<file path="src/hdl/dvrc_pkg.sv">
// ----------------------------------------------------------------------------
// dvrc_pkg
// Shared codes and types of the distance-vector route compute block.
// ----------------------------------------------------------------------------
`default_nettype none

package dvrc_pkg;

    localparam logic [1:0] REQ_VEC_WRITE  = 2'd0;
    localparam logic [1:0] REQ_LINK_WRITE = 2'd1;
    localparam logic [1:0] REQ_COMPUTE    = 2'd2;

    localparam logic CFG_SELF_INDEX = 1'b0;
    localparam logic CFG_NODE_COUNT = 1'b1;

    // Commands from the sequencer to the relaxation unit.
    typedef struct packed {
        logic load_inf;
        logic load_self;
        logic relax;
    } relax_ctrl_t;

endpackage

`default_nettype wire

</file>
<file path="src/hdl/dvrc_relax.sv">
// ----------------------------------------------------------------------------
// dvrc_relax
// Relaxation unit: holds the best cost, next hop and reachable flag of the
// destination under work and folds in one neighbor candidate per cycle.
// ----------------------------------------------------------------------------
`default_nettype none

module dvrc_relax
    import dvrc_pkg::*;
#(
    parameter int IW         = 4,
    parameter int COST_WIDTH = 16
)
(
    input  wire logic                  clk,
    input  wire logic                  rst_n,
    input  wire relax_ctrl_t           ctrl,
    input  wire logic [IW-1:0]         self_hop,
    input  wire logic [IW-1:0]         cand_hop,
    input  wire logic [COST_WIDTH-1:0] link_cost,
    input  wire logic [COST_WIDTH-1:0] adv_cost,
    output logic [COST_WIDTH-1:0]      best_cost,
    output logic [IW-1:0]              best_hop,
    output logic                       reach
);

    localparam logic [COST_WIDTH-1:0] COST_INF = '1;

    logic [COST_WIDTH-1:0] best_cost_reg, best_cost_next;
    logic [IW-1:0]         best_hop_reg, best_hop_next;
    logic                  reach_reg, reach_next;
    logic [COST_WIDTH:0]   sum;
    logic                  take;

    assign sum = {1'b0, link_cost} + {1'b0, adv_cost};

    // A candidate counts only through a real neighbor with a finite sum.
    // Ties go to the later neighbor.
    assign take = (link_cost != '0) && (link_cost != COST_INF) &&
                  (adv_cost != COST_INF) && (sum < {1'b0, COST_INF}) &&
                  (sum <= {1'b0, best_cost_reg});

    always_comb
    begin
        best_cost_next = best_cost_reg;
        best_hop_next  = best_hop_reg;
        reach_next     = reach_reg;
        if (ctrl.load_inf)
        begin
            best_cost_next = COST_INF;
            best_hop_next  = '0;
            reach_next     = 1'b0;
        end
        else if (ctrl.load_self)
        begin
            best_cost_next = '0;
            best_hop_next  = self_hop;
            reach_next     = 1'b1;
        end
        else if (ctrl.relax && take)
        begin
            best_cost_next = sum[COST_WIDTH-1:0];
            best_hop_next  = cand_hop;
            reach_next     = 1'b1;
        end
    end

    always_ff @(posedge clk or negedge rst_n)
    begin
        if (!rst_n)
        begin
            best_cost_reg <= COST_INF;
            best_hop_reg  <= '0;
            reach_reg     <= 1'b0;
        end
        else
        begin
            best_cost_reg <= best_cost_next;
            best_hop_reg  <= best_hop_next;
            reach_reg     <= reach_next;
        end
    end

    assign best_cost = best_cost_reg;
    assign best_hop  = best_hop_reg;
    assign reach     = reach_reg;

endmodule

`default_nettype wire

</file>
<file path="src/hdl/distance_vector_route_compute.sv">
// ----------------------------------------------------------------------------
// distance_vector_route_compute
// Bellman-Ford distance-vector route computation over an advertised-vector
// memory and a link-cost memory.
// ----------------------------------------------------------------------------
// After reset the block sweeps both memories to their initial contents, one
// vector entry per cycle, over all 2**(2*ceil(log2(MAX_NODES))) vector entries
// (256 at the default size), and stalls its input during that pass. Vector and
// link-cost writes are then taken while idle and do not stall the input. A
// compute item walks the destinations in order: the own index goes from S_DEST
// straight to S_EMIT, and every other destination goes through S_DEST, S_SCAN
// and S_EMIT, where its n neighbors, n being the number of nodes in use, are
// read one per cycle through the single read port of each memory. Emission
// waits while the output is stalled, and the input stays stalled until the
// last route of the run is in the output register.
// ----------------------------------------------------------------------------
`default_nettype none

module distance_vector_route_compute
    import dvrc_pkg::*;
#(
    parameter int MAX_NODES  = 16,
    parameter int COST_WIDTH = 16
)
(
    input  wire logic        clk,
    input  wire logic        rst_n,

    input  wire logic        cfg_we,
    input  wire logic        cfg_index,
    input  wire logic [4:0]  cfg_data,

    input  wire logic        in_valid,
    output logic             in_stall,
    input  wire logic [1:0]  req_type,
    input  wire logic [3:0]  row_node,
    input  wire logic [3:0]  col_node,
    input  wire logic [15:0] cost_value,

    output logic             out_valid,
    input  wire logic        out_stall,
    output logic [3:0]       dest_node,
    output logic [15:0]      route_cost,
    output logic [3:0]       next_hop,
    output logic             reachable,
    output logic             last_route
);

    localparam int IW        = $clog2(MAX_NODES);
    localparam int NW        = $clog2(MAX_NODES + 1);
    localparam int AW        = 2 * IW;
    localparam int VEC_DEPTH = 1 << AW;
    localparam int LNK_DEPTH = 1 << IW;
    localparam logic [COST_WIDTH-1:0] COST_INF = '1;

    typedef enum logic [4:0] {
        S_CLEAR = 5'b00001,
        S_IDLE  = 5'b00010,
        S_DEST  = 5'b00100,
        S_SCAN  = 5'b01000,
        S_EMIT  = 5'b10000
    } state_t;

    state_t state_reg, state_next;

    logic [3:0]    self_index_reg;
    logic [4:0]    node_count_reg;
    logic [NW-1:0] n_use;
    logic [IW-1:0] last_idx;

    logic [AW-1:0] clr_reg, clr_next;
    logic [IW-1:0] dest_reg, dest_next;
    logic [IW-1:0] nb_reg, nb_next;
    logic          issue_done_reg, issue_done_next;
    logic          rd_vld_reg, rd_vld_next;
    logic [IW-1:0] rd_nb_reg;
    logic          rd_last_reg;

    logic [COST_WIDTH-1:0] vec_mem [0:VEC_DEPTH-1];
    logic [COST_WIDTH-1:0] lnk_mem [0:LNK_DEPTH-1];
    logic [COST_WIDTH-1:0] vec_rdata_reg;
    logic [COST_WIDTH-1:0] lnk_rdata_reg;

    logic                  vec_we;
    logic [AW-1:0]         vec_waddr;
    logic [COST_WIDTH-1:0] vec_wdata;
    logic                  lnk_we;
    logic [IW-1:0]         lnk_waddr;
    logic [COST_WIDTH-1:0] lnk_wdata;
    logic                  issue;
    logic [AW-1:0]         vec_raddr;

    logic                  in_fire;
    logic                  row_ok;
    logic                  col_ok;
    logic [COST_WIDTH-1:0] cost_in;
    logic                  is_self;
    logic                  is_last;
    logic                  emit_go;

    relax_ctrl_t           rctl;
    logic [COST_WIDTH-1:0] best_cost;
    logic [IW-1:0]         best_hop;
    logic                  reach;

    logic                  out_valid_reg;
    logic [3:0]            dest_node_reg;
    logic [15:0]           route_cost_reg;
    logic [3:0]            next_hop_reg;
    logic                  reachable_reg;
    logic                  last_route_reg;

    always_ff @(posedge clk or negedge rst_n)
    begin
        if (!rst_n)
        begin
            self_index_reg <= 4'd0;
            node_count_reg <= 5'd16;
        end
        else if (cfg_we)
        begin
            case (cfg_index)
                CFG_SELF_INDEX: self_index_reg <= cfg_data[3:0];
                CFG_NODE_COUNT: node_count_reg <= cfg_data;
                default:        ;
            endcase
        end
    end

    always_comb
    begin
        if (node_count_reg == 5'd0)
        begin
            n_use = NW'(1);
        end
        else if (32'(node_count_reg) > MAX_NODES)
        begin
            n_use = NW'(MAX_NODES);
        end
        else
        begin
            n_use = NW'(node_count_reg);
        end
    end

    assign last_idx = IW'(n_use - NW'(1));

    assign in_stall = (state_reg != S_IDLE);
    assign in_fire  = in_valid && !in_stall;
    assign row_ok   = (32'(row_node) < MAX_NODES);
    assign col_ok   = (32'(col_node) < MAX_NODES);
    assign cost_in  = COST_WIDTH'(cost_value);
    assign is_self  = (32'(self_index_reg) == 32'(dest_reg));
    assign is_last  = (dest_reg == last_idx);
    assign emit_go  = (state_reg == S_EMIT) && (!out_valid_reg || !out_stall);
    assign issue    = (state_reg == S_SCAN) && !issue_done_reg;

    always_comb
    begin
        vec_we    = 1'b0;
        vec_waddr = {IW'(row_node), IW'(col_node)};
        vec_wdata = cost_in;
        lnk_we    = 1'b0;
        lnk_waddr = IW'(col_node);
        lnk_wdata = cost_in;
        if (state_reg == S_CLEAR)
        begin
            vec_we    = 1'b1;
            vec_waddr = clr_reg;
            vec_wdata = (clr_reg[AW-1:IW] == clr_reg[IW-1:0]) ? '0 : COST_INF;
            lnk_we    = 1'b1;
            lnk_waddr = clr_reg[IW-1:0];
            lnk_wdata = COST_INF;
        end
        else if (in_fire)
        begin
            vec_we = (req_type == REQ_VEC_WRITE) && row_ok && col_ok;
            lnk_we = (req_type == REQ_LINK_WRITE) && col_ok;
        end
    end

    assign vec_raddr = {nb_reg, dest_reg};

    always_ff @(posedge clk)
    begin
        if (vec_we)
        begin
            vec_mem[vec_waddr] <= vec_wdata;
        end
        vec_rdata_reg <= vec_mem[vec_raddr];
    end

    always_ff @(posedge clk)
    begin
        if (lnk_we)
        begin
            lnk_mem[lnk_waddr] <= lnk_wdata;
        end
        lnk_rdata_reg <= lnk_mem[nb_reg];
    end

    always_comb
    begin
        state_next      = state_reg;
        clr_next        = clr_reg;
        dest_next       = dest_reg;
        nb_next         = nb_reg;
        issue_done_next = issue_done_reg;
        rd_vld_next     = issue;
        case (state_reg)
            S_CLEAR:
            begin
                clr_next = clr_reg + AW'(1);
                if (clr_reg == '1)
                begin
                    state_next = S_IDLE;
                end
            end
            S_IDLE:
            begin
                if (in_fire && (req_type == REQ_COMPUTE))
                begin
                    dest_next  = '0;
                    state_next = S_DEST;
                end
            end
            S_DEST:
            begin
                nb_next         = '0;
                issue_done_next = 1'b0;
                state_next      = is_self ? S_EMIT : S_SCAN;
            end
            S_SCAN:
            begin
                if (issue)
                begin
                    if (nb_reg == last_idx)
                    begin
                        issue_done_next = 1'b1;
                    end
                    else
                    begin
                        nb_next = nb_reg + IW'(1);
                    end
                end
                if (rd_vld_reg && rd_last_reg)
                begin
                    state_next = S_EMIT;
                end
            end
            S_EMIT:
            begin
                if (emit_go)
                begin
                    if (is_last)
                    begin
                        state_next = S_IDLE;
                    end
                    else
                    begin
                        dest_next  = dest_reg + IW'(1);
                        state_next = S_DEST;
                    end
                end
            end
            default:
            begin
                state_next = S_IDLE;
            end
        endcase
    end

    always_ff @(posedge clk or negedge rst_n)
    begin
        if (!rst_n)
        begin
            state_reg      <= S_CLEAR;
            clr_reg        <= '0;
            dest_reg       <= '0;
            nb_reg         <= '0;
            issue_done_reg <= 1'b0;
            rd_vld_reg     <= 1'b0;
            rd_nb_reg      <= '0;
            rd_last_reg    <= 1'b0;
        end
        else
        begin
            state_reg      <= state_next;
            clr_reg        <= clr_next;
            dest_reg       <= dest_next;
            nb_reg         <= nb_next;
            issue_done_reg <= issue_done_next;
            rd_vld_reg     <= rd_vld_next;
            rd_nb_reg      <= nb_reg;
            rd_last_reg    <= (nb_reg == last_idx);
        end
    end

    assign rctl.load_inf  = (state_reg == S_DEST) && !is_self;
    assign rctl.load_self = (state_reg == S_DEST) && is_self;
    assign rctl.relax     = rd_vld_reg;

    dvrc_relax #(
        .IW         (IW),
        .COST_WIDTH (COST_WIDTH)
    ) u_relax (
        .clk       (clk),
        .rst_n     (rst_n),
        .ctrl      (rctl),
        .self_hop  (IW'(self_index_reg)),
        .cand_hop  (rd_nb_reg),
        .link_cost (lnk_rdata_reg),
        .adv_cost  (vec_rdata_reg),
        .best_cost (best_cost),
        .best_hop  (best_hop),
        .reach     (reach)
    );

    always_ff @(posedge clk or negedge rst_n)
    begin
        if (!rst_n)
        begin
            out_valid_reg <= 1'b0;
        end
        else if (emit_go)
        begin
            out_valid_reg <= 1'b1;
        end
        else if (!out_stall)
        begin
            out_valid_reg <= 1'b0;
        end
    end

    always_ff @(posedge clk)
    begin
        if (emit_go)
        begin
            dest_node_reg  <= 4'(dest_reg);
            route_cost_reg <= 16'(best_cost);
            next_hop_reg   <= 4'(best_hop);
            reachable_reg  <= reach;
            last_route_reg <= is_last;
        end
    end

    assign out_valid  = out_valid_reg;
    assign dest_node  = dest_node_reg;
    assign route_cost = route_cost_reg;
    assign next_hop   = next_hop_reg;
    assign reachable  = reachable_reg;
    assign last_route = last_route_reg;

    // Read data comes back only while a destination is being scanned.
    a_read_in_scan: assert property (@(posedge clk) disable iff (!rst_n)
        rd_vld_reg |-> (state_reg == S_SCAN))
        else $error("neighbor read data returned outside a scan");

    // The final route of a run releases the input.
    a_last_ends_run: assert property (@(posedge clk) disable iff (!rst_n)
        (emit_go && is_last) |=> (state_reg == S_IDLE))
        else $error("compute run did not end after its last route");

    // An unreachable route reports hop zero.
    a_unreach_hop: assert property (@(posedge clk) disable iff (!rst_n)
        (out_valid_reg && !reachable_reg) |-> (next_hop_reg == 4'd0))
        else $error("unreachable route with a nonzero next hop");

    // Memories are written by the clearing pass or by an accepted item only.
    a_write_source: assert property (@(posedge clk) disable iff (!rst_n)
        (vec_we || lnk_we) |-> ((state_reg == S_CLEAR) || in_fire))
        else $error("table write without a clearing pass or an item");

endmodule

`default_nettype wire

</file>
<file path="config.mk">
export PLATFORM = sky130hd
export DESIGN_NAME = distance_vector_route_compute
export DESIGN_NICKNAME = d
export VERILOG_FILES = /design/src/hdl/dvrc_pkg.sv /design/src/hdl/dvrc_relax.sv /design/src/hdl/distance_vector_route_compute.sv
export SDC_FILE = /design/constraint.sdc
export NUM_CORES = 2
export LEC_CHECK = 0
export BUFFER_PORTS_ARGS = -buffer_cell sky130_fd_sc_hd__buf_2
export CELL_PAD_IN_SITES_DETAIL_PLACEMENT = 1
export CELL_PAD_IN_SITES_GLOBAL_PLACEMENT = 1
export CORE_ASPECT_RATIO = 0.7
export CORE_MARGIN = 10
export CORE_UTILIZATION = 45
export DETAILED_ROUTE_END_ITERATION = 8
export HOLD_SLACK_MARGIN = 0.15
export PLACE_DENSITY_LB_ADDON = 0.1
export SYNTH_ARGS = -nofsm -noshare
export SYNTH_HDL_FRONTEND = slang
export SYNTH_MEMORY_MAX_BITS = 65536
export SYNTH_SLANG_ARGS = --single-unit
</file>
<file path="constraint.sdc">
create_clock -name clk -period 8.1 [get_ports clk]
set_clock_uncertainty 0.2 [all_clocks]
set_input_delay 0.405 -clock clk [delete_from_list [all_inputs] [get_ports clk]]
set_output_delay 0.405 -clock clk [all_outputs]
set_load 0.005 [all_outputs]
</file>
==> impl_metrics.toml <==
[outcome]
status = "finished, violations left"
violations = "slew limit"

[yosys]
syn_area_sq_um = 173000
yosysTopAreaCell = "edfxtp_1"
syn_area_per_cell_sq_um = 21.7
synth-async-reset-ratio_pct = 1.32
ys_top_cells_by_count = "edfxtp_1 (4378), mux4_2 (1038), mux2i_1 (469), nor2_1 (375), clkbuf_1 (213)"
ys_types = 84
synth.most_common_cell = "edfxtp_1"
synth_cells = 8007
ys_warn_count = 0
ys_seq_area_share_pct = 77.1
synth_edf_count = 4378
synth.top_cell.area_share_pct = 75.8
yosys_most_used_dff = "edfxtp_1"
synth-seq-cells = 4469
syn_nets = 8081
netlist_top_cells_area = "edfxtp_1 (76%), mux4_2 (13%), mux2i_1 (2.7%)"

[clocking]
cts.path.max_buffers = 4
clkTransAtPathRegs_ns = 0.06
cts-buffers-inserted = 426
cts_sinks = 4469
ctsHtreeMaxLevel = 5
worstSkewPairLatency_ns = 0.98
cts_tree = "done"
cts_root_buf = "clkbuf_16"

[critical_path]
startpoint_type = "flip-flop"
r2r_start = "vec_rdata_reg[3]$_DFF_P_"
crit_path_end_kind = "flip-flop"
crit_fanout = 15
arrival_ns = 6.36
worst-r2r-setup-slack_ns = 2.35
r2r-end = "u_relax.best_cost[3]$_DFFE_PN1P_"
crit_required_ns = 8.71
r2r_cells = 16
crit_type = "flip-flop to flip-flop"

[die]
initial_core_util_pct = 45.2
die_h_um = 539
design.die.area_sq_um = 411000
core.rowCount = 190
die_x_um = 762
io_pins = 65
core-area_sq_um = 383000

[final_layout]
largest_reg_flops = 4096
final_util_pct = 50.9
area_delta_synth_final_pct = 12.5
fillers = 33376
drive_above_1_share_pct = 26.3
largest-register = "vec_mem"
fin_nets = 8419
reg_top3 = "vec_mem (4096), lnk_mem (256)"
final_cell_area_sq_um = 195000

[sta]
hold_ws_ns = 0.253
slew_headroom_pct = -0.795
finalCriticalPeriod_ns = 5.75
hold_viol_final = 0
slew_violations = 26
finalCritPeriodShare_pct = 71.0
rsz0062_at_grt = "false"
tns_ns = 0
worst_pin_slew_ns = 1.51
max_freq_mhz = 174
setup_violations = 0

[global_route]
grt-ovfl-total = 0
grt_antenna_before_repair = 51
grt_first_pass_wirelength_um = 735000
grtUsageTotal_pct = 25.3
grt_pass1_vias = 87256
grt_max_degree = 190

[hold_path]
holdPathEnd = "lnk_mem[4][13]$_DFFE_PP_"
hold_path_depth = 2
hp-start = "cost_value[13]"
worstHoldPathType = "input port to flip-flop"

[power]
comb_power_share_pct = 21.4
finalPower_mw = 58.6
switchingPower_mw = 17.4
power_frac_seq_pct = 44.6
p_leak_nw = 58.4
ir_drop_mv = 0.225
p_int_mw = 41.2
clkPwrFrac_pct = 34.0
p_sw_share_pct = 29.6
power_density_nw_per_um2 = 300

[drt]
drc = 0
vias = 88179
antenna_left = 0
viasPerCell = 6.39
drt_iter0_drc = 13204
drtPass1Iterations = 6
wl_um = 533000
wl_per_cell_um = 38.6

[place]
placed_area_sq_um = 181000
port_buffers = 64
gp_congestion = 0.839
hpwl_um = 321000

[flow_run]
maxCapViolCount = 0
## cell usage in the layout, fill, tap and decap left out, types with 38 or more instances in the layout
master and n:
edfxtp_1 4378, mux4_2 1038, mux2i_1 469, clkbuf_16 435
buf_4 226, nor2_2 221, o221ai_1 205, nand2_1 151
nor2_1 149, a21oi_1 138, o22ai_1 125, clkbuf_1 101
clkinv_1 85, o21ai_0 77, clkinv_2 75, buf_2 65
buf_12 40, bufinv_16 39, a221oi_1 38
## worst max-delay path by stage
stage	start	end	slack, ns	depth (start not counted)
finish	vec_rdata_reg[3]$_DFF_P_	u_relax.best_cost[3]$_DFFE_PN1P_	2.35	16
floorplan	state_reg[1]$_DFFE_PN0P_	vec_mem[0][14]$_DFFE_PP_	2.14	6
global placement	dest_reg[1]$_DFFE_PN0P_	vec_rdata_reg[4]$_DFF_P_	2.31	8
detailed placement	vec_rdata_reg[3]$_DFF_P_	u_relax.best_cost[3]$_DFFE_PN1P_	2.38	16
global route	vec_rdata_reg[3]$_DFF_P_	u_relax.best_cost[3]$_DFFE_PN1P_	1.97	15
CTS	vec_rdata_reg[3]$_DFF_P_	u_relax.best_cost[3]$_DFFE_PN1P_	2.36	16
## kinds of logic after synthesis
family / count (synthesis) / synth area share [%]
multiplexers: 1519 / 16.3
AO/OA/AOI/OAI: 715 / 2.93
adder cells (fa/ha/maj): 37 / 0.271
AND/OR/NAND/NOR: 737 / 1.88
buffers and inverters: 492 / 1.40
XOR/XNOR: 38 / 0.196
flip-flops: 4469 / 77.1
## repair_timing
| item | in CTS | in global routing |
|---|---|---|
| buffers inserted | 0 | 0 |
| endpoints found under the hold margin | 264 | 0 |
| hold buffers | 34 | 0 |
| gates resized for setup | 0 | 0 |
## per-stage QoR
step	std cells	setup slack (ns)
finish	13792	2.35
global route	13783	1.97
CTS	13781	2.36
detailed placement	12971	2.38
global placement	12967	2.31
floorplan	8007	2.14
## layer usage
layer  GRT usage [%]  vias to the layer above  wire length [um]
li1                -                    34517                 -
met1            40.1                    48845            240000
met2            36.4                     4190            233000
met3            4.83                      617             48000
met4            5.44                       10             11700
met5               0                        -                57
## cell type report
class                           instances  area [sq um]  area share [%]
Antenna cell                           11          27.5          0.0141
Multi-Input combinational cell       3046         38100            19.5
Tap cell                             5088          6370            3.26
Clock inverter                        231          2210            1.13
Inverter                               37           154          0.0789
Clock buffer                          545         11400            5.84
Timing Repair Buffer                  365          3160            1.62
Sequential cell                      4469        134000            68.5
## power groups by stage
stage / clock network, mW / logic (mW) / registers, mW
floorplan: 0 / 7.39 / 26.3
finish: 19.9 / 12.5 / 26.1
global route: 21.2 / 13.1 / 26.1
global placement: 0 / 12.4 / 26.6
CTS: 20.2 / 12.5 / 26.1
detailed placement: 0 / 12.5 / 26.6
## critical path: stages (launching register included)
cell	delay (ns)
dfxtp_1	0.99
ha_1	0.45
o21ai_0	0.11
o21bai_1	0.19
a2111oi_2	0.52
o21ai_0	0.18
o21a_1	0.16
xnor2_2	0.22
inv_1	0.17
ha_1	0.35
nand3_1	0.09
nor2_1	0.15
and3_1	0.20
o21ai_0	0.10
a311o_1	0.48
a31oi_2	0.73
o221ai_1	0.26
No activity file was read; power rests on OpenSTA's default activity.
